<file path="config.mk">
export PLATFORM = sky130hd
export DESIGN_NAME = genotype_bed_stream_decoder
export DESIGN_NICKNAME = d
export VERILOG_FILES = /design/src/rtl/gbsd_pkg.sv /design/src/rtl/gbsd_front.sv /design/src/rtl/gbsd_queue.sv /design/src/rtl/gbsd_back.sv /design/src/rtl/genotype_bed_stream_decoder.sv
export SDC_FILE = /design/constraint.sdc
export NUM_CORES = 1
export LEC_CHECK = 0
export BUFFER_PORTS_ARGS = -buffer_cell sky130_fd_sc_hd__buf_2
export CAP_MARGIN = 5
export CORE_MARGIN = 2
export CORE_UTILIZATION = 45
export DETAILED_ROUTE_END_ITERATION = 10
export GPL_ROUTABILITY_DRIVEN = 0
export PLACE_DENSITY = 0.61
export SYNTH_ARGS = -nofsm -noshare
export SYNTH_HDL_FRONTEND = slang
export SYNTH_SLANG_ARGS = --single-unit
</file>
<file path="constraint.sdc">
create_clock -name aclk -period 7.88 [get_ports aclk]
set_input_delay 1.97 -clock aclk [delete_from_list [all_inputs] [get_ports aclk]]
set_output_delay 1.97 -clock aclk [all_outputs]
set_load 0.01 [all_outputs]
</file>
<file path="src/rtl/gbsd_pkg.sv">
// gbsd_pkg: shared types and constants of the genotype byte-stream decoder
// no dependencies; imported by every module under rtl

`timescale 1ns / 1ps

package gbsd_pkg;

    localparam int unsigned NumIndW = 16;
    localparam int unsigned NumSnpW = 24;
    localparam int unsigned CfgDataW = 24;

    localparam logic [7:0] Magic0Byte = 8'h6C;
    localparam logic [7:0] Magic1Byte = 8'h1B;
    localparam logic [7:0] SnpMajorByte = 8'h01;

    // register indexes of the configuration port
    localparam logic CfgNumIndividuals = 1'b0;
    localparam logic CfgNumSnps = 1'b1;

    // result status codes
    localparam logic [1:0] StGenotype = 2'd0;
    localparam logic [1:0] StBadMagic = 2'd1;
    localparam logic [1:0] StBadOrder = 2'd2;

    // 2-bit pair recoding, lowest pair first
    localparam logic [1:0] GenoMap [4] = '{2'd0, 2'd2, 2'd1, 2'd3};

    // one request from the front end to the back end: a byte of genotypes or an error
    typedef struct packed {
        logic [7:0]         data_byte;
        logic [NumIndW-1:0] ind_base;
        logic [NumSnpW-1:0] snp;
        logic [1:0]         last_k;
        logic [1:0]         status;
    } job_t;

endpackage

</file>
<file path="src/rtl/gbsd_front.sv">
// gbsd_front: header check, configuration registers and per-byte classification
// depends on gbsd_pkg

`timescale 1ns / 1ps

module gbsd_front (
    input  logic                    aclk,
    input  logic                    aresetn,
    input  logic                    cfg_wr_en,
    input  logic                    cfg_addr,
    input  logic [gbsd_pkg::CfgDataW-1:0] cfg_wdata,
    input  logic                    accept,
    input  logic [7:0]              data_byte,
    input  logic                    start_of_file,
    output logic                    job_valid,
    output gbsd_pkg::job_t          job
);
    import gbsd_pkg::*;

    typedef enum logic [4:0] {
        PH_MAGIC0 = 5'b00001,
        PH_MAGIC1 = 5'b00010,
        PH_ORDER  = 5'b00100,
        PH_DATA   = 5'b01000,
        PH_HALT   = 5'b10000
    } phase_t;

    phase_t             phase_reg, phase_next, phase_eff;
    logic [NumIndW-1:0] num_ind_reg;
    logic [NumSnpW-1:0] num_snp_reg;
    logic [NumIndW-1:0] ind_reg, ind_next, ind_eff;
    logic [NumSnpW-1:0] snp_reg, snp_next, snp_eff, snp_inc;
    logic [NumIndW:0]   ind_plus4;
    logic [3:0]         pair_ok;

    always_ff @(posedge aclk) begin
        if (!aresetn) begin
            num_ind_reg <= NumIndW'(1);
            num_snp_reg <= NumSnpW'(1);
        end else if (cfg_wr_en) begin
            case (cfg_addr)
                CfgNumIndividuals: num_ind_reg <= cfg_wdata[NumIndW-1:0];
                CfgNumSnps:        num_snp_reg <= cfg_wdata[NumSnpW-1:0];
                default:           ;
            endcase
        end
    end

    assign phase_eff = start_of_file ? PH_MAGIC0 : phase_reg;
    assign ind_eff   = start_of_file ? '0 : ind_reg;
    assign snp_eff   = start_of_file ? '0 : snp_reg;

    assign ind_plus4 = {1'b0, ind_eff} + (NumIndW+1)'(4);
    assign snp_inc   = snp_eff + NumSnpW'(1);

    always_comb begin
        for (int k = 0; k < 4; k++) begin
            pair_ok[k] = ({1'b0, ind_eff} + (NumIndW+1)'(k)) < {1'b0, num_ind_reg};
        end
    end

    always_comb begin
        phase_next     = phase_eff;
        ind_next       = ind_eff;
        snp_next       = snp_eff;
        job_valid      = 1'b0;
        job.data_byte  = '0;
        job.ind_base   = '0;
        job.snp        = '0;
        job.last_k     = '0;
        job.status     = StGenotype;
        case (phase_eff)
            PH_MAGIC0: begin
                if (data_byte != Magic0Byte) begin
                    job_valid  = 1'b1;
                    job.status = StBadMagic;
                    phase_next = PH_HALT;
                end else begin
                    phase_next = PH_MAGIC1;
                end
            end
            PH_MAGIC1: begin
                if (data_byte != Magic1Byte) begin
                    job_valid  = 1'b1;
                    job.status = StBadMagic;
                    phase_next = PH_HALT;
                end else begin
                    phase_next = PH_ORDER;
                end
            end
            PH_ORDER: begin
                if (data_byte != SnpMajorByte) begin
                    job_valid  = 1'b1;
                    job.status = StBadOrder;
                    phase_next = PH_HALT;
                end else begin
                    ind_next   = '0;
                    snp_next   = '0;
                    phase_next = (num_snp_reg == '0) ? PH_HALT : PH_DATA;
                end
            end
            PH_DATA: begin
                job_valid     = pair_ok[0];
                job.data_byte = data_byte;
                job.ind_base  = ind_eff;
                job.snp       = snp_eff;
                // pairs past the individual count are padding
                job.last_k    = pair_ok[3] ? 2'd3 : pair_ok[2] ? 2'd2 :
                                pair_ok[1] ? 2'd1 : 2'd0;
                if (ind_plus4 >= {1'b0, num_ind_reg}) begin
                    ind_next = '0;
                    snp_next = snp_inc;
                    if (snp_inc >= num_snp_reg) begin
                        phase_next = PH_HALT;
                    end
                end else begin
                    ind_next = ind_plus4[NumIndW-1:0];
                end
            end
            default: ;
        endcase
    end

    always_ff @(posedge aclk) begin
        if (!aresetn) begin
            phase_reg <= PH_MAGIC0;
            ind_reg   <= '0;
            snp_reg   <= '0;
        end else if (accept) begin
            phase_reg <= phase_next;
            ind_reg   <= ind_next;
            snp_reg   <= snp_next;
        end
    end

endmodule

</file>
<file path="src/rtl/gbsd_queue.sv">
// gbsd_queue: two-entry request queue between front and back end
// depends on gbsd_pkg

`timescale 1ns / 1ps

module gbsd_queue (
    input  logic           aclk,
    input  logic           aresetn,
    input  logic           push,
    input  gbsd_pkg::job_t push_job,
    input  logic           pop,
    output logic           full,
    output logic           empty,
    output gbsd_pkg::job_t head
);
    import gbsd_pkg::*;

    job_t       slot_reg [2];
    logic       wr_ptr_reg, rd_ptr_reg;
    logic [1:0] count_reg;
    logic       do_push, do_pop;

    assign full    = (count_reg == 2'd2);
    assign empty   = (count_reg == 2'd0);
    assign head    = slot_reg[rd_ptr_reg];
    assign do_push = push && !full;
    assign do_pop  = pop && !empty;

    always_ff @(posedge aclk) begin
        if (do_push) begin
            slot_reg[wr_ptr_reg] <= push_job;
        end
    end

    always_ff @(posedge aclk) begin
        if (!aresetn) begin
            wr_ptr_reg <= 1'b0;
            rd_ptr_reg <= 1'b0;
            count_reg  <= 2'd0;
        end else begin
            if (do_push) begin
                wr_ptr_reg <= ~wr_ptr_reg;
            end
            if (do_pop) begin
                rd_ptr_reg <= ~rd_ptr_reg;
            end
            count_reg <= count_reg + 2'(do_push) - 2'(do_pop);
        end
    end

endmodule

</file>
<file path="src/rtl/gbsd_back.sv">
// gbsd_back: a request's results, one per cycle unless stalled, into the output register
// depends on gbsd_pkg

`timescale 1ns / 1ps

module gbsd_back (
    input  logic           aclk,
    input  logic           aresetn,
    input  logic           q_empty,
    input  gbsd_pkg::job_t q_head,
    output logic           q_pop,
    output logic           m_valid,
    input  logic           m_ready,
    output logic [1:0]     m_genotype,
    output logic [gbsd_pkg::NumIndW-1:0] m_individual_index,
    output logic [gbsd_pkg::NumSnpW-1:0] m_snp_index,
    output logic [1:0]     m_status,
    output logic           m_last_of_byte
);
    import gbsd_pkg::*;

    job_t               job_reg;
    logic               job_valid_reg;
    logic [1:0]         k_reg;
    logic               out_valid_reg;
    logic [1:0]         geno_reg;
    logic [NumIndW-1:0] ind_reg;
    logic [NumSnpW-1:0] snp_reg;
    logic [1:0]         status_reg;
    logic               last_reg;
    logic               out_load, is_last;
    logic [1:0]         pair;

    assign out_load = job_valid_reg && (!out_valid_reg || m_ready);
    assign is_last  = (k_reg == job_reg.last_k);
    assign q_pop    = !q_empty && (!job_valid_reg || (out_load && is_last));
    assign pair     = 2'(job_reg.data_byte >> {k_reg, 1'b0});

    always_ff @(posedge aclk) begin
        if (!aresetn) begin
            job_valid_reg <= 1'b0;
            k_reg         <= 2'd0;
        end else if (q_pop) begin
            job_valid_reg <= 1'b1;
            k_reg         <= 2'd0;
        end else if (out_load) begin
            job_valid_reg <= !is_last;
            k_reg         <= k_reg + 2'd1;
        end
    end

    always_ff @(posedge aclk) begin
        if (q_pop) begin
            job_reg <= q_head;
        end
    end

    always_ff @(posedge aclk) begin
        if (!aresetn) begin
            out_valid_reg <= 1'b0;
        end else if (out_load) begin
            out_valid_reg <= 1'b1;
        end else if (m_ready) begin
            out_valid_reg <= 1'b0;
        end
    end

    always_ff @(posedge aclk) begin
        if (out_load) begin
            // error requests carry zero fields, so only the genotype needs masking
            geno_reg   <= (job_reg.status == StGenotype) ? GenoMap[pair] : 2'd0;
            ind_reg    <= job_reg.ind_base + NumIndW'(k_reg);
            snp_reg    <= job_reg.snp;
            status_reg <= job_reg.status;
            last_reg   <= is_last;
        end
    end

    assign m_valid            = out_valid_reg;
    assign m_genotype         = geno_reg;
    assign m_individual_index = ind_reg;
    assign m_snp_index        = snp_reg;
    assign m_status           = status_reg;
    assign m_last_of_byte     = last_reg;

endmodule

</file>
<file path="src/rtl/genotype_bed_stream_decoder.sv">
// genotype_bed_stream_decoder: top level, byte stream in, genotype results out
// depends on gbsd_pkg, gbsd_front, gbsd_queue, gbsd_back
//
// channel   direction  handshake            payload
// s_        in         s_valid / s_ready    s_data_byte, s_start_of_file
// m_        out        m_valid / m_ready    m_genotype, m_individual_index, m_snp_index,
//                                           m_status, m_last_of_byte
// cfg_      in         cfg_wr_en            cfg_addr, cfg_wdata
//
// back end: one result per cycle unless stalled; a byte with n valid pairs gives n results
// good header bytes and bytes that yield nothing stay in the front end only
// a two-request queue lets the front keep taking bytes while the back end drains
// s_ready drops only when that queue is full; m_ready low stalls the back end alone
// reset is synchronous, active low; both counts reset to one

`timescale 1ns / 1ps

module genotype_bed_stream_decoder (
    input  logic        aclk,
    input  logic        aresetn,
    input  logic        cfg_wr_en,
    input  logic        cfg_addr,
    input  logic [gbsd_pkg::CfgDataW-1:0] cfg_wdata,
    input  logic        s_valid,
    output logic        s_ready,
    input  logic [7:0]  s_data_byte,
    input  logic        s_start_of_file,
    output logic        m_valid,
    input  logic        m_ready,
    output logic [1:0]  m_genotype,
    output logic [gbsd_pkg::NumIndW-1:0] m_individual_index,
    output logic [gbsd_pkg::NumSnpW-1:0] m_snp_index,
    output logic [1:0]  m_status,
    output logic        m_last_of_byte
);
    import gbsd_pkg::*;

    logic accept, job_valid, q_full, q_empty, q_pop;
    job_t job, q_head;

    assign s_ready = !q_full;
    assign accept  = s_valid && s_ready;

    gbsd_front u_front (
        .aclk          (aclk),
        .aresetn       (aresetn),
        .cfg_wr_en     (cfg_wr_en),
        .cfg_addr      (cfg_addr),
        .cfg_wdata     (cfg_wdata),
        .accept        (accept),
        .data_byte     (s_data_byte),
        .start_of_file (s_start_of_file),
        .job_valid     (job_valid),
        .job           (job)
    );

    gbsd_queue u_queue (
        .aclk     (aclk),
        .aresetn  (aresetn),
        .push     (accept && job_valid),
        .push_job (job),
        .pop      (q_pop),
        .full     (q_full),
        .empty    (q_empty),
        .head     (q_head)
    );

    gbsd_back u_back (
        .aclk               (aclk),
        .aresetn            (aresetn),
        .q_empty            (q_empty),
        .q_head             (q_head),
        .q_pop              (q_pop),
        .m_valid            (m_valid),
        .m_ready            (m_ready),
        .m_genotype         (m_genotype),
        .m_individual_index (m_individual_index),
        .m_snp_index        (m_snp_index),
        .m_status           (m_status),
        .m_last_of_byte     (m_last_of_byte)
    );

    // an error is always a single result
    a_error_single: assert property (@(posedge aclk) disable iff (!aresetn)
        (m_valid && m_status != StGenotype) |-> m_last_of_byte)
        else $error("error result not marked last of byte");

    // error results carry zero genotype and indexes
    a_error_zero: assert property (@(posedge aclk) disable iff (!aresetn)
        (m_valid && m_status != StGenotype) |->
        (m_genotype == 2'd0 && m_individual_index == '0 && m_snp_index == '0))
        else $error("error result with non-zero fields");

    // the results of one byte follow each other without a gap
    a_byte_no_gap: assert property (@(posedge aclk) disable iff (!aresetn)
        (m_valid && m_ready && !m_last_of_byte) |=> m_valid)
        else $error("gap inside the results of one byte");

    // nothing is taken in while the queue is full
    a_full_stall: assert property (@(posedge aclk) disable iff (!aresetn)
        q_full |-> !accept)
        else $error("byte accepted with full queue");

endmodule

</file>
== Word level (Yosys, flattened, before mapping) ==
Memories as Yosys holds them, arrays and structs flattened. A register that Yosys moved wholly into a read port is not among the register bits.
Index checks and enable logic that the tools add are counted.

* Latch bits: 0
* Output and inout port bits: 47
* Bits in read-only memories: 0
* RAM bits: 104
* Bits of input ports: 39
* Memories: 1
* Bits in registers: 138
* Logic and storage cells: 107

* Add/sub/neg operators: 9
* Div/mod/pow operators: 0
* Equality and inequality tests: 9
* Reduce and logical (&&, ||, !) cells: 22
* Bitwise gates (word level): 5
* $mul: 0
* Magnitude comparators: 7
* Shift-type cells: 1
* Multiplexer cells: 37

{| class="wikitable"
|+ Memory list
! name !! depth !! width !! read ports !! clocked after Yosys merged registers in !! wr ports !! RTL line !! source
|-
| u_queue.slot_reg || 2 || 52 || 1 || 1 || 1 || gbsd_queue.sv:18 || <nowiki>job_t slot_reg [2];</nowiki>
|}

{| class="wikitable"
|+ Operator list
! kind !! number
|-
| 24-bit 2-to-1 mux || 3
|-
| 17-bit by 16-bit < comparator with 1-bit output || 3
|-
| 50-bit 2-to-1 mux || 1
|-
| 16-bit 2-to-1 mux || 3
|-
| 24-bit case mux with 2 select lines || 1
|-
| 5-bit 2-to-1 mux || 7
|-
| 16-bit by 2-bit adder with 17-bit output, second input constant || 2
|-
| 16-bit case mux with 2 select lines || 1
|-
| 24-bit by 1-bit adder with 24-bit output, second input constant || 1
|-
| 24-bit >= comparator || 1
|-
| 24-bit zero test || 1
|-
| 5-bit case mux with 4 select lines || 1
|-
| 16-bit by 1-bit adder with 17-bit output, second input constant || 1
|-
| 16-bit by 3-bit adder with 17-bit output, second input constant || 1
|-
| 17-bit by 16-bit >= comparator with 1-bit output || 1
|-
| 16-bit by 2-bit adder with 16-bit output || 1
|-
| 16-bit < comparator || 1
|-
| 1-bit 2-to-1 mux || 12
|-
| 2-bit 2-to-1 mux || 5
|-
| 8-bit by 1-bit inequality test with 1-bit output, second input constant || 1
|-
| 8-bit by 5-bit inequality test with 1-bit output, second input constant || 1
|-
| 8-bit by 7-bit inequality test with 1-bit output, second input constant || 1
|-
| 8-bit by 3-bit right shift with 2-bit output || 1
|-
| 1-bit logical AND || 7
|-
| other kinds (21) || 32
|}

== Depth between registers and ports, before layout ==
Gate-level depths: netlist of the first run.

* Depth in word-level cells: 8
* Mapped depth: 22
* Gate-level depth less buffers: 18

== Hierarchy ==
From an unflattened synthesis of the first run, not the netlist that was laid out.

* Cells, all modules: 1480
* Area total of the unflattened synthesis: 16081.7 um^2

{| class="wikitable"
|+ By module, submodules not included
! module !! instances !! sequential area each (um^2) !! cells an instance !! area each (um^2)
|-
| gbsd_front || 1 || 1701.6 || 1119 || 8311.7
|-
| gbsd_queue || 1 || 3223.1 || 189 || 4241.6
|-
| gbsd_back || 1 || 2992.9 || 169 || 3509.6
|-
| genotype_bed_stream_decoder || 1 || 0.0 || 3 || 18.8
|}

== Worst setup path after synthesis of the first run ==
No wires, ideal clock.

* Kind: input to register
* From: input s_start_of_file
* To: memory u_queue.slot_reg[0][0] in the netlist's numbering (enable)
* Required time: 7412 ps
* Arrival: 6680 ps
* Setup time: 468 ps
* Stages on the path: 10
* Path slack: 732 ps
* Path buffers: 3
* Cell sequence: clkbuf_1 -> clkbuf_1 -> clkbuf_1 -> nor2_1 -> ha_1 -> a21o_1 -> a2111oi_0 -> nand2_1 -> o211ai_1 -> nor2b_1

* Cells in the longest elaborated chain, start to end: 7
* Elaborated cells on any way between the ends: 12
* Those cells by class: order compare (1); eq/ne (4); mux (5); reduce/logical (2)

{| class="wikitable"
|+ Ends and longest elaborated chain
! what !! RTL line !! source
|-
| start: declaration || genotype_bed_stream_decoder.sv:27 || <nowiki>input logic s_start_of_file,</nowiki>
|-
| 16-bit 2-to-1 mux / 5-bit 2-to-1 mux (equally long branches) || gbsd_front.sv:50, gbsd_front.sv:49 ||
|-
| 16-bit < comparator (tied with other cells) || gbsd_front.sv:58 || <nowiki>pair_ok[k] = ({1'b0, ind_eff} + (NumIndW+1)'(k)) < {1'b0, num_ind_reg};</nowiki>
|-
| 1-bit case mux with 4 select lines (*) || gbsd_front.sv:72 || <nowiki>case (phase_eff)</nowiki>
|-
| 1-bit logical AND (*) || genotype_bed_stream_decoder.sv:60 || <nowiki>.push (accept && job_valid),</nowiki>
|-
| 1-bit logical AND (*) || gbsd_queue.sv:26 || <nowiki>assign do_push = push && !full;</nowiki>
|-
| named net u_queue.do_push || gbsd_queue.sv:21 || <nowiki>logic do_push, do_pop;</nowiki>
|-
| 1-bit 2-to-1 mux (*) || gbsd_queue.sv:30 || <nowiki>if (do_push) begin</nowiki>
|-
| 1-bit 2-to-1 mux (implied by the code) (*) || gbsd_queue.sv:31 || <nowiki>slot_reg[wr_ptr_reg] <= push_job;</nowiki>
|-
| end: declaration || gbsd_queue.sv:18 ||
|}

The timed path passes the listed nets; every way through them passes the cells marked *.

== Final worst setup path of the first run ==
* From: input s_start_of_file
* To: register u_front.ind_reg[15]

* Cells in the longest elaborated chain, start to end: 5
* Elaborated cells on any way between the ends: 9
* Those cells by class: add/sub (1); order compare (1); eq/ne (2); mux (5)

{| class="wikitable"
|+ Ends and longest elaborated chain
! what !! RTL line !! source
|-
| 16-bit 2-to-1 mux || gbsd_front.sv:50 || <nowiki>assign ind_eff = start_of_file ? '0 : ind_reg;</nowiki>
|-
| 16-bit by 3-bit adder with 17-bit output || gbsd_front.sv:53 || <nowiki>assign ind_plus4 = {1'b0, ind_eff} + (NumIndW+1)'(4);</nowiki>
|-
| 17-bit by 16-bit >= comparator with 1-bit output || gbsd_front.sv:110 || <nowiki>if (ind_plus4 >= {1'b0, num_ind_reg}) begin</nowiki>
|-
| 16-bit 2-to-1 mux || gbsd_front.sv:110 ||
|-
| 16-bit case mux with 2 select lines (*) || gbsd_front.sv:72 ||
|-
| end signal: assignment || gbsd_front.sv:131 || <nowiki>ind_reg <= ind_next;</nowiki>
|-
| end: declaration || gbsd_front.sv:31 || <nowiki>logic [NumIndW-1:0] ind_reg, ind_next, ind_eff;</nowiki>
|}

Every way passes the cells marked *; elsewhere a longest branch is shown, timed or not.
A chain may end at the register's enable or synchronous reset.

==> results of run 1 <==
## logic make-up (layout without fill, tap and decap cells)
| kind of cell | count (synthesis) | count (layout) | share of synthesized area, % |
|---|---|---|---|
| buffers and inverters | 135 | 231 | 3.44 |
| XOR/XNOR | 92 | 92 | 5.32 |
| flip-flops | 294 | 294 | 52.1 |
| AO/OA/AOI/OAI | 221 | 221 | 10.0 |
| adder cells (fa/ha/maj) | 111 | 111 | 9.22 |
| AND/OR/NAND/NOR | 471 | 471 | 15.4 |
| multiplexers | 58 | 58 | 4.44 |
## per-stage QoR
stage / setup slack (ns) / instance area (um2) / cells / utilization (%)
after floorplan: 0.732 / 15100 / 1382 / -
after global placement: 1.56 / 16000 / 1864 / 48.0
after detailed placement: 1.34 / 16000 / 1864 / 48.0
after CTS: 1.86 / 17100 / 1926 / 51.3
after global routing: 1.25 / 17100 / 1926 / 51.3
final: 1.75 / 17100 / 1926 / 51.3
## worst max path at each step
stage,start,endpoint,slack (ns),depth (start not counted)
final,s_start_of_file,u_front.ind_reg[15],1.75,18
after global routing,s_start_of_file,u_front.ind_reg[15],1.25,17
after floorplan,s_start_of_file,u_queue.slot_reg[0][0],0.73,10
after global placement,s_start_of_file,u_front.phase_reg[3],1.56,18
after CTS,s_start_of_file,u_front.ind_reg[15],1.86,18
after detailed placement,s_start_of_file,u_front.ind_reg[3],1.34,18
## final cells by class
cell class	instances	area, um2	area share, %
flip-flops and latches	294	7900	46.1
repair buffers	96	533	3.11
inverters	73	274	1.60
well taps	448	561	3.27
clock inverters	15	206	1.20
multi-input cells	953	6750	39.4
clock buffers	47	910	5.31
## routing by layer
metal / wire length [um] / vias up / part of all wire, % / track usage (%)
met1: 16700 / 4960 / 48 / 29.5
met4: 796 / 0 / 2.3 / 5.45
met3: 2260 / 71 / 6.6 / 3.00
li1: - / 5088 / - / -
met5: 0 / - / 0 / 0
met2: 14700 / 345 / 43 / 29.3
## cell usage in the layout (no fill, tap or decap), types with 20 or more instances in the layout
master and n:
nand4_1 24, dfxtp_1 92, inv_1 71, a21boi_0 41, nor2_1 94, edfxtp_1 201
nor3_1 20, nor2b_1 22, ha_1 110, and2_1 47, clkbuf_16 34, buf_2 85
xnor2_1 60, nand3_1 35, o21ai_0 47, nand2_1 158, xor2_1 32, a21oi_1 34
mux2_2 53
## power by group through the flow
stage	Combinational [W]	Clock, W	Sequential [W]
detailed placement	0.000802	0	0.00217
global route	0.000884	0.00164	0.00216
floorplan	0.000533	0	0.00217
finish	0.000796	0.00155	0.00213
CTS	0.000807	0.00159	0.00213
global placement	0.000791	0	0.00216
==> results_dict.tcl, run 1 <==
set metrics [dict create \
    status "finished, final reports clean" \
    fp.dieH_um 187 \
    yosysMostFrequentCell "edfxtp_1" \
    syn_area_um2 15100 \
    yosysWarningCount 0 \
    p_total_w 0.00448 \
    ir_worst_vdd_mv 0.176 \
    cpPeakStageDelay_ns 0.55 \
    area_growth_syn_to_layout_pct 13.1 \
    yosys-top-cells-count "201 x edfxtp_1, 158 x nand2_1, 110 x ha_1, 95 x nor2_1, 93 x dfxtp_1" \
    dieArea_um2 35100 \
    post-route-period-util_pct 77.7 \
    ys_seq_elements 294 \
    synth_top_cell_by_area "edfxtp_1" \
    ys_seq_area_share_pct 52.1 \
    cts_buffers 34 \
    comb_power_share_pct 17.8 \
    cts_setup_buffers 0 \
    clock.fmax_ghz 0.163 \
    reg2reg_from "u_front.ind_reg[2]" \
    drt_wl_total_um 34400 \
    holdPathStages 0 \
    cts_htree_levels 2 \
    hold_class "reg2reg" \
    timing.reg2reg.worst_path_depth 16 \
    rsz0062_at_grt "false" \
    grt_pass1_wl_um 55000 \
    synth_top_area_share_pct 39.8 \
    synth_edf_count 201 \
    synth_flop_cell "edfxtp_1" \
    fin_tns_setup_ns 0 \
    start_util_pct 45.4 \
    cts_hold_buf 0 \
    die_x_um 187 \
    critPathRequiredTime_ns 8.33 \
    cp_slowest_cell "o221a_2" \
    worstPathArrival_ns 6.58 \
    drtAntennaViolNets 0 \
    syn_avg_cell_area_um2 11.0 \
    worst_pin_slew_ns 1.07 \
    grt.total_usage_pct 19.6 \
    hold_viol_final 0 \
    cts_tree "yes" \
    drtIter0Drc 914 \
    grt_pass1_vias 9986 \
    drcViolationCount 0 \
    core_um2 33400 \
    vias_per_cell 5.43 \
    cts_resized 0 \
    crit_path_start_kind "primary input" \
    fin_crit_ns 6.13 \
    drv_slew 0 \
    hold_end "u_back.m_snp_index[10]" \
    crit_chain "buf_2 -> inv_1 -> nand2_1 -> inv_1 -> ha_1 -> nand3_1 -> nor2_1 -> nand3_1 -> nand2_1 -> o21ai_0 -> ha_1 -> a211oi_1 -> o21ai_0 -> a221oi_1 -> o221a_2 -> and2_1 -> a22oi_1 -> a21oi_1" \
    p_int_w 0.00325 \
    global_route.overflow_total 0 \
    p_sw_share_pct 27.4 \
    synth.distinct_cells 74 \
    synth-async-reset-ratio_pct 0 \
    ctsRootBufferMaster "clkbuf_16" \
    syn-num-nets 1532 \
    synth_cells 1382 \
    drive_gt1_share_pct 14.9 \
    p_sw_w 0.00122 \
    worstSetupEndpointType "flop" \
    nets 1602 \
    num_io_pins 86 \
    critical_path.max_fanout 23 \
    clk_pin_slew_worst_paths_ns 0.06 \
    final-setup-viol-count 0 \
    skew_ns 0.0185 \
    first_pass_iters 5 \
    port_buffers 85 \
    cts_max_path_buffers 3 \
    timing.hold.ws_ns 0.417 \
    clkSinkCount 294 \
    dpl.hpwl_um 24600 \
    regToRegSetupSlack_ns 3.02 \
    max_slew_margin_pct 28.9 \
    path_class "in2reg" \
    synth_area_leaders "edfxtp_1 40%, dfxtp_1 12%, ha_1 9.1%" \
    insertion_delay_ns 0.53 \
    cap_violations 0 \
    pwr-share-clk_pct 34.6 \
    vias 10464 \
    critPathTopFamily "compound AO/OA/AOI/OAI gates" \
    rows 67 \
    grt_max_degree 54 \
    pwr-share-seq_pct 47.6 \
    antenna_found_initial 0 \
    wl_per_cell_um 17.9 \
    p_per_area_nw_per_um2 261 \
    fillCellCount 3015 \
    largest_reg_flops 104 \
    r2r-end "u_front.ind_reg[15]" \
    path_buf_inv 3 \
    diodes 0 \
    leakage_nw 6.58 \
    hold_start "u_back.job_reg[14]" \
]
No activity file was read; power rests on OpenSTA's default activity.
==> run 2, diff against run 1 <==
--- a/config.mk
+++ b/config.mk
@@ -5,13 +5,14 @@
 export SDC_FILE = /design/constraint.sdc
 export NUM_CORES = 1
 export LEC_CHECK = 0
+export ABC_AREA = 1
 export BUFFER_PORTS_ARGS = -buffer_cell sky130_fd_sc_hd__buf_2
 export CAP_MARGIN = 5
 export CORE_MARGIN = 2
 export CORE_UTILIZATION = 45
 export DETAILED_ROUTE_END_ITERATION = 10
 export GPL_ROUTABILITY_DRIVEN = 0
-export PLACE_DENSITY = 0.61
+export PLACE_DENSITY = 0.63
 export SYNTH_ARGS = -nofsm -noshare
 export SYNTH_HDL_FRONTEND = slang
 export SYNTH_SLANG_ARGS = --single-unit
==> constraint.sdc (replaced) <==
create_clock -name aclk -period 5.55 [get_ports aclk]
set_input_delay 1.3875 -clock aclk [delete_from_list [all_inputs] [get_ports aclk]]
set_output_delay 1.3875 -clock aclk [all_outputs]
set_load 0.01 [all_outputs]
==> results_dict.tcl, run 2 <==
set metrics [dict create \
    syn-num-nets 1961 \
    rows 69 \
    fin_crit_ns 4.66 \
    drv_slew 0 \
    startpoint "s_start_of_file" \
    grt_pass1_wl_um 63500 \
    vias 12602 \
    synthMuxAreaShare_pct 0 \
    status "finished, final reports clean" \
    path_class "in2reg" \
    synth_cells 1811 \
    clock.fmax_ghz 0.215 \
    synth_flop_cell "edfxtp_1" \
    ys_seq_area_share_pct 49.1 \
    synth_compound_area_share_pct 9.50 \
    post-route-period-util_pct 83.9 \
    largest_reg_flops 104 \
    cpPeakStageDelay_ns 0.38 \
    skew_ns 0.00816 \
    global_route.overflow_total 0 \
    dp.cells 2317 \
    cts_htree_levels 1 \
    grt_max_degree 66 \
    antenna_found_initial 0 \
    yosysMostFrequentCell "nand2_1" \
    drcViolationCount 0 \
    cp_slowest_cell "buf_2" \
    cts_max_path_buffers 3 \
    ir_worst_vdd_mv 0.293 \
    synth_top_area_share_pct 37.5 \
    syn_avg_cell_area_um2 8.88 \
    first_pass_iters 5 \
    syn_area_um2 16100 \
    port_buffers 85 \
    synth_edf_count 201 \
    synth-async-reset-ratio_pct 0 \
    hold_viol_final 0 \
    ys_seq_elements 294 \
    cts_buffers 31 \
    synth_top_cell_by_area "edfxtp_1" \
    final_area_um2 17900 \
    cts_tree "yes" \
    crit_end "u_front.ind_reg[9]" \
    nets 2039 \
    clkSinkCount 294 \
    rsz0062_at_grt "false" \
    placed_area_um2 16900 \
    yosys-top-cells-count "419 x nand2_1, 213 x inv_1, 201 x edfxtp_1, 149 x a21oi_1, 147 x nor2_1" \
    ctsRootBufferMaster "clkbuf_16" \
    timing.reg2reg.worst_path_depth 21 \
    worst_pin_slew_ns 0.930 \
    fp.dieH_um 193 \
    cap_violations 0 \
    fin_tns_setup_ns 0 \
    area_growth_syn_to_layout_pct 11.3 \
    drtIter0Drc 1090 \
    vias_per_cell 5.31 \
    final_common_cell "nand2_1" \
    clk_pin_slew_worst_paths_ns 0.06 \
    yosys.area_share.xor_xnor_pct 4.19 \
    path_depth 27 \
    drt_wl_total_um 39700 \
    crit_path_start_kind "primary input" \
    grt.total_usage_pct 21.7 \
    r2r-end "u_front.snp_reg[3]" \
    drive_gt1_share_pct 11.9 \
    critical_path.max_fanout 19 \
    diodes 0 \
    worst_path_most_repeated_cell "nand2_1" \
    critPathRequiredTime_ns 6.05 \
    synth_fa_ha_area_share_pct 8.68 \
    cts_setup_buffers 0 \
    stdcell_count 2374 \
    regToRegSetupSlack_ns 1.80 \
    cts_resized 0 \
    yosysWarningCount 0 \
    dieArea_um2 37300 \
    grt_pass1_vias 11892 \
    critPathTopFamily "simple AND/OR/NAND/NOR gates" \
    leakage_nw 7.62 \
    die_x_um 193 \
    synth.distinct_cells 48 \
    worstSetupEndpointType "flop" \
    worstPathArrival_ns 5.16 \
    drtAntennaViolNets 0 \
    insertion_delay_ns 0.57 \
    synth_top_family_by_area "simple AND/OR/NAND/NOR gates" \
    start_util_pct 45.4 \
    final-setup-viol-count 0 \
    core_um2 35400 \
    synth-simple-area-share_pct 21.2 \
    mostFrequentLayoutCells "419 x nand2_1, 210 x inv_1, 201 x edfxtp_1" \
    hold_class "reg2reg" \
    synth_area_leaders "edfxtp_1 38%, dfxtp_1 12%, nand2_1 9.8%" \
    p_per_area_nw_per_um2 365 \
    reg2reg_from "u_front.ind_reg[9]" \
    max_slew_margin_pct 37.9 \
    wl_per_cell_um 16.7 \
    cts_hold_buf 0 \
    num_io_pins 86 \
    dpl.hpwl_um 28900 \
    path_buf_inv 6 \
    timing.hold.ws_ns 0.416 \
]
-- run 2: cell count changes after synthesis, moves of 17 or more --
| cell | previous run | this run |
|---|---|---|
| nor2_1 | 95 | 147 |
| nor2b_1 | 23 | 0 |
| nand2_1 | 158 | 419 |
| xor2_1 | 32 | 71 |
| o21ai_0 | 47 | 98 |
| a21o_1 | 17 | 0 |
| xnor2_1 | 60 | 6 |
| inv_1 | 71 | 213 |
| mux2_2 | 53 | 0 |
| a21boi_0 | 41 | 0 |
| and2_1 | 49 | 1 |
| a21oi_1 | 34 | 149 |
-- run 2: cell families after synthesis --
logic type / after synthesis
simple gates: 750
flops: 294
buf+inv: 290
compound gates: 289
xor+xnor: 77
fa+ha+maj: 111
-- run 2: power breakdown --
group	switching, W	internal (W)
clock	0.000850	0.00110
sequential	0.000154	0.00295
combinational	0.00104	0.000447
total	0.00204	0.00450
-- run 2: stage by stage --
stage	total power (W)	setup WS, ns	utilization, %
6_report	0.00654	0.894	50.6
5_1_grt	0.00692	0.548	50.6
4_1_cts	0.00660	0.974	50.6
3_5_place_dp	0.00464	0.378	47.9
3_3_place_gp	0.00461	0.440	47.9
2_1_floorplan	0.00415	0.617	-
-- run 2: worst min-delay path by stage --
stage	end	slack, ns	from	cells past startpoint
after global routing	u_back.m_snp_index[22]	0.42	u_back.job_reg[26]	0
after detailed placement	u_back.m_snp_index[15]	0.40	u_back.job_reg[19]	0
after floorplan	u_back.m_snp_index[0]	0.40	u_back.job_reg[4]	0
after global placement	u_back.m_snp_index[11]	0.40	u_back.job_reg[15]	0
final	u_back.m_snp_index[13]	0.42	u_back.job_reg[17]	0
after CTS	u_back.m_snp_index[1]	0.42	u_back.job_reg[5]	0
-- run 2: layer usage --
metal / vias up / part of all wire [%] / track usage, % / routed length [um]
li1: 6193 / - / - / -
met5: - / 0 / 0 / 0
met4: 0 / 2.2 / 6.26 / 869
met1: 5909 / 46 / 31.0 / 18300
met2: 437 / 44 / 33.7 / 17400
met3: 63 / 7.9 / 3.89 / 3130
-- run 2: worst register-to-register path: stages (launching register included) --
cell	delay [ns]
dfxtp_1	0.41
inv_1	0.13
nor2_8	0.16
inv_2	0.12
nor3_2	0.33
nand3_1	0.21
nor2_2	0.19
nand2_1	0.09
xor2_1	0.19
ha_1	0.30
nand2_1	0.11
nor2_1	0.12
nand4_1	0.14
nor2_1	0.17
nor2_1	0.08
nand3_2	0.10
nand2_4	0.15
nor2_4	0.35
nand2_1	0.10
o211ai_1	0.11
nand2_1	0.07
inv_1	0.05
-- run 2: layout make-up --
cell class              instances  area (um2)
fillers                      3316       17500
flip-flops and latches        294        7900
multi-input cells            1227        7020
inverters                     232         878
clock buffers                  41         833
well taps                     461         577
repair buffers                103         573
clock inverters                16         118
==> run 3, diff against run 2 <==
--- a/config.mk
+++ b/config.mk
@@ -12,7 +12,7 @@
 export CORE_UTILIZATION = 45
 export DETAILED_ROUTE_END_ITERATION = 10
 export GPL_ROUTABILITY_DRIVEN = 0
-export PLACE_DENSITY = 0.63
+export PLACE_DENSITY = 0.61
 export SYNTH_ARGS = -nofsm -noshare
 export SYNTH_HDL_FRONTEND = slang
 export SYNTH_SLANG_ARGS = --single-unit
==> constraint.sdc (replaced) <==
create_clock -name aclk -period 4.3 [get_ports aclk]
set_input_delay 1.075 -clock aclk [delete_from_list [all_inputs] [get_ports aclk]]
set_output_delay 1.075 -clock aclk [all_outputs]
set_load 0.01 [all_outputs]
==> results_dict.tcl, run 3 (synthesis results as in run 2) <==
set metrics [dict create \
    status "finished, final reports clean" \
    critPathRequiredTime_ns 4.65 \
    fillCellCount 3264 \
    drt_wl_total_um 40600 \
    nets 2094 \
    cap_violations 0 \
    start_util_pct 45.4 \
    hold_class "reg2reg" \
    max_slew_margin_pct 29.4 \
    grt_max_degree 66 \
    fin_crit_ns 3.91 \
    clock.fmax_ghz 0.256 \
    cts_max_path_buffers 3 \
    cts_htree_levels 2 \
    drive_gt1_share_pct 14.5 \
    final_common_cell "nand2_1" \
    fin_tns_setup_ns 0 \
    grt_pass1_wl_um 64300 \
    path_buf_inv 6 \
    cts_buffers 34 \
    area_growth_syn_to_layout_pct 15.7 \
    worst_pin_slew_ns 1.05 \
    skew_ns 0.0246 \
    crit_path_start_kind "primary input" \
    clkSinkCount 294 \
    seqCellArea_um2 7900 \
    p_per_area_nw_per_um2 487 \
    timing.hold.ws_ns 0.419 \
    dpl.hpwl_um 29900 \
    path_class "in2reg" \
    ir_worst_vdd_mv 0.307 \
    cts_setup_buffers 0 \
    critical_path.max_fanout 9 \
    grt.total_usage_pct 22.2 \
    port_buffers 85 \
    cts_resized 0 \
    placed_area_um2 17400 \
    first_pass_iters 6 \
    multiInputGateArea_um2 7020 \
    wl_met3_um 3120 \
    cpPeakStageDelay_ns 0.29 \
    hold_viol_final 0 \
    cts_tree "yes" \
    final-setup-viol-count 0 \
    die_x_um 193 \
    post-route-period-util_pct 90.8 \
    final_area_um2 18600 \
    worstPathArrival_ns 4.26 \
    cp_slowest_cell "ha_1" \
    mostFrequentLayoutCells "419 x nand2_1, 210 x inv_1, 201 x edfxtp_1" \
    drv_slew 0 \
    worst_path_most_repeated_cell "nand2_1" \
    grt_pass1_vias 11841 \
    wl_met1_um 18800 \
    wl_per_cell_um 16.7 \
    num_io_pins 86 \
    clk_pin_slew_worst_paths_ns 0.06 \
    worstSetupEndpointType "flop" \
    critPathTopFamily "simple AND/OR/NAND/NOR gates" \
    ctsRootBufferMaster "clkbuf_16" \
    dieArea_um2 37300 \
    drcViolationCount 0 \
    antenna_found_initial 0 \
    fin_util_pct 52.6 \
    cts_hold_buf 0 \
    p_total_w 0.00907 \
    core_um2 35400 \
    met2_length_um 17700 \
    top_layer "met4" \
    drtAntennaViolNets 0 \
    largest_reg_flops 104 \
    vias_per_cell 5.22 \
    fp.dieH_um 193 \
    rsz0062_at_grt "false" \
    drtIter0Drc 1082 \
    leakage_nw 8.03 \
    diodes 0 \
    global_route.overflow_total 0 \
    vias 12683 \
    rows 69 \
    insertion_delay_ns 0.53 \
]
-- run 3: cell count changes in the layout (fill, tap and decap cells not counted) --
| cell | previous run | this run |
|---|---|---|
| buf_4 | 17 | 63 |
| buf_12 | 1 | 7 |
| clkbuf_1 | 8 | 7 |
| inv_6 | 1 | 3 |
| bufinv_16 | 1 | 7 |
| clkinvlp_2 | 3 | 0 |
| clkinvlp_4 | 2 | 1 |
| clkinv_4 | 2 | 1 |
| inv_2 | 16 | 17 |
| clkinv_1 | 8 | 6 |
| clkbuf_16 | 31 | 35 |
| clkbuf_8 | 2 | 1 |
-- run 3: layout make-up --
cell class | count | share of cell area [%]
clock inverter | 18 | 1.51
tap | 461 | 3.10
clock buffer | 43 | 4.92
multi-input combinational | 1227 | 37.7
sequential | 294 | 42.4
timing repair buffer | 155 | 5.58
inverter | 232 | 4.72
-- run 3: path summary, 6_finish.rpt --
kind	from	slack [ns]	cells after the start	end
max	s_start_of_file	0.39	28	u_front.snp_reg[12]
min	u_back.job_reg[9]	0.42	0	u_back.m_snp_index[5]
max reg2reg	u_front.ind_reg[3]	0.82	26	u_front.snp_reg[12]
min reg2reg	u_back.job_reg[9]	0.42	0	u_back.m_snp_index[5]
-- run 3: stage by stage --
stage	instances	setup WS, ns
detailed placement	2369	-0.00405
global placement	2369	0.0223
global route	2430	0.145
finish	2430	0.395
floorplan	1811	0.00760
CTS	2430	0.532
-- run 3: metal layers --
metal	track usage [%]	vias up
li1	-	6311
met1	32.4	5843
met2	33.7	461
met3	3.55	68
met4	6.99	0
met5	0	-
-- run 3: worst reg2reg max path: stages, from the launching register on --
cell and delay, ns:
dfxtp_1 0.35, nand2_2 0.07, buf_4 0.16, nor2_1 0.15
inv_1 0.12, nor2_1 0.17, inv_2 0.09, nor2_2 0.15
nor2_1 0.06, a21oi_1 0.26, ha_1 0.29, nand2_1 0.11
inv_1 0.05, nand2_1 0.05, nand2_1 0.06, nand2_1 0.06
nand2_1 0.05, nor2_1 0.08, nand2_1 0.05, nand2_1 0.05
nand2_1 0.05, nand2_1 0.09, nand2_1 0.29, nand3_1 0.19
nand3b_1 0.10, nand2_1 0.09, a21oi_1 0.07
-- run 3: where the power goes --
| group | internal (W) | total [W] | switching (W) |
|---|---|---|---|
| Sequential | 0.00381 | 0.00402 | 0.000205 |
| Clock | 0.00194 | 0.00308 | 0.00114 |
| Combinational | 0.000617 | 0.00197 | 0.00135 |
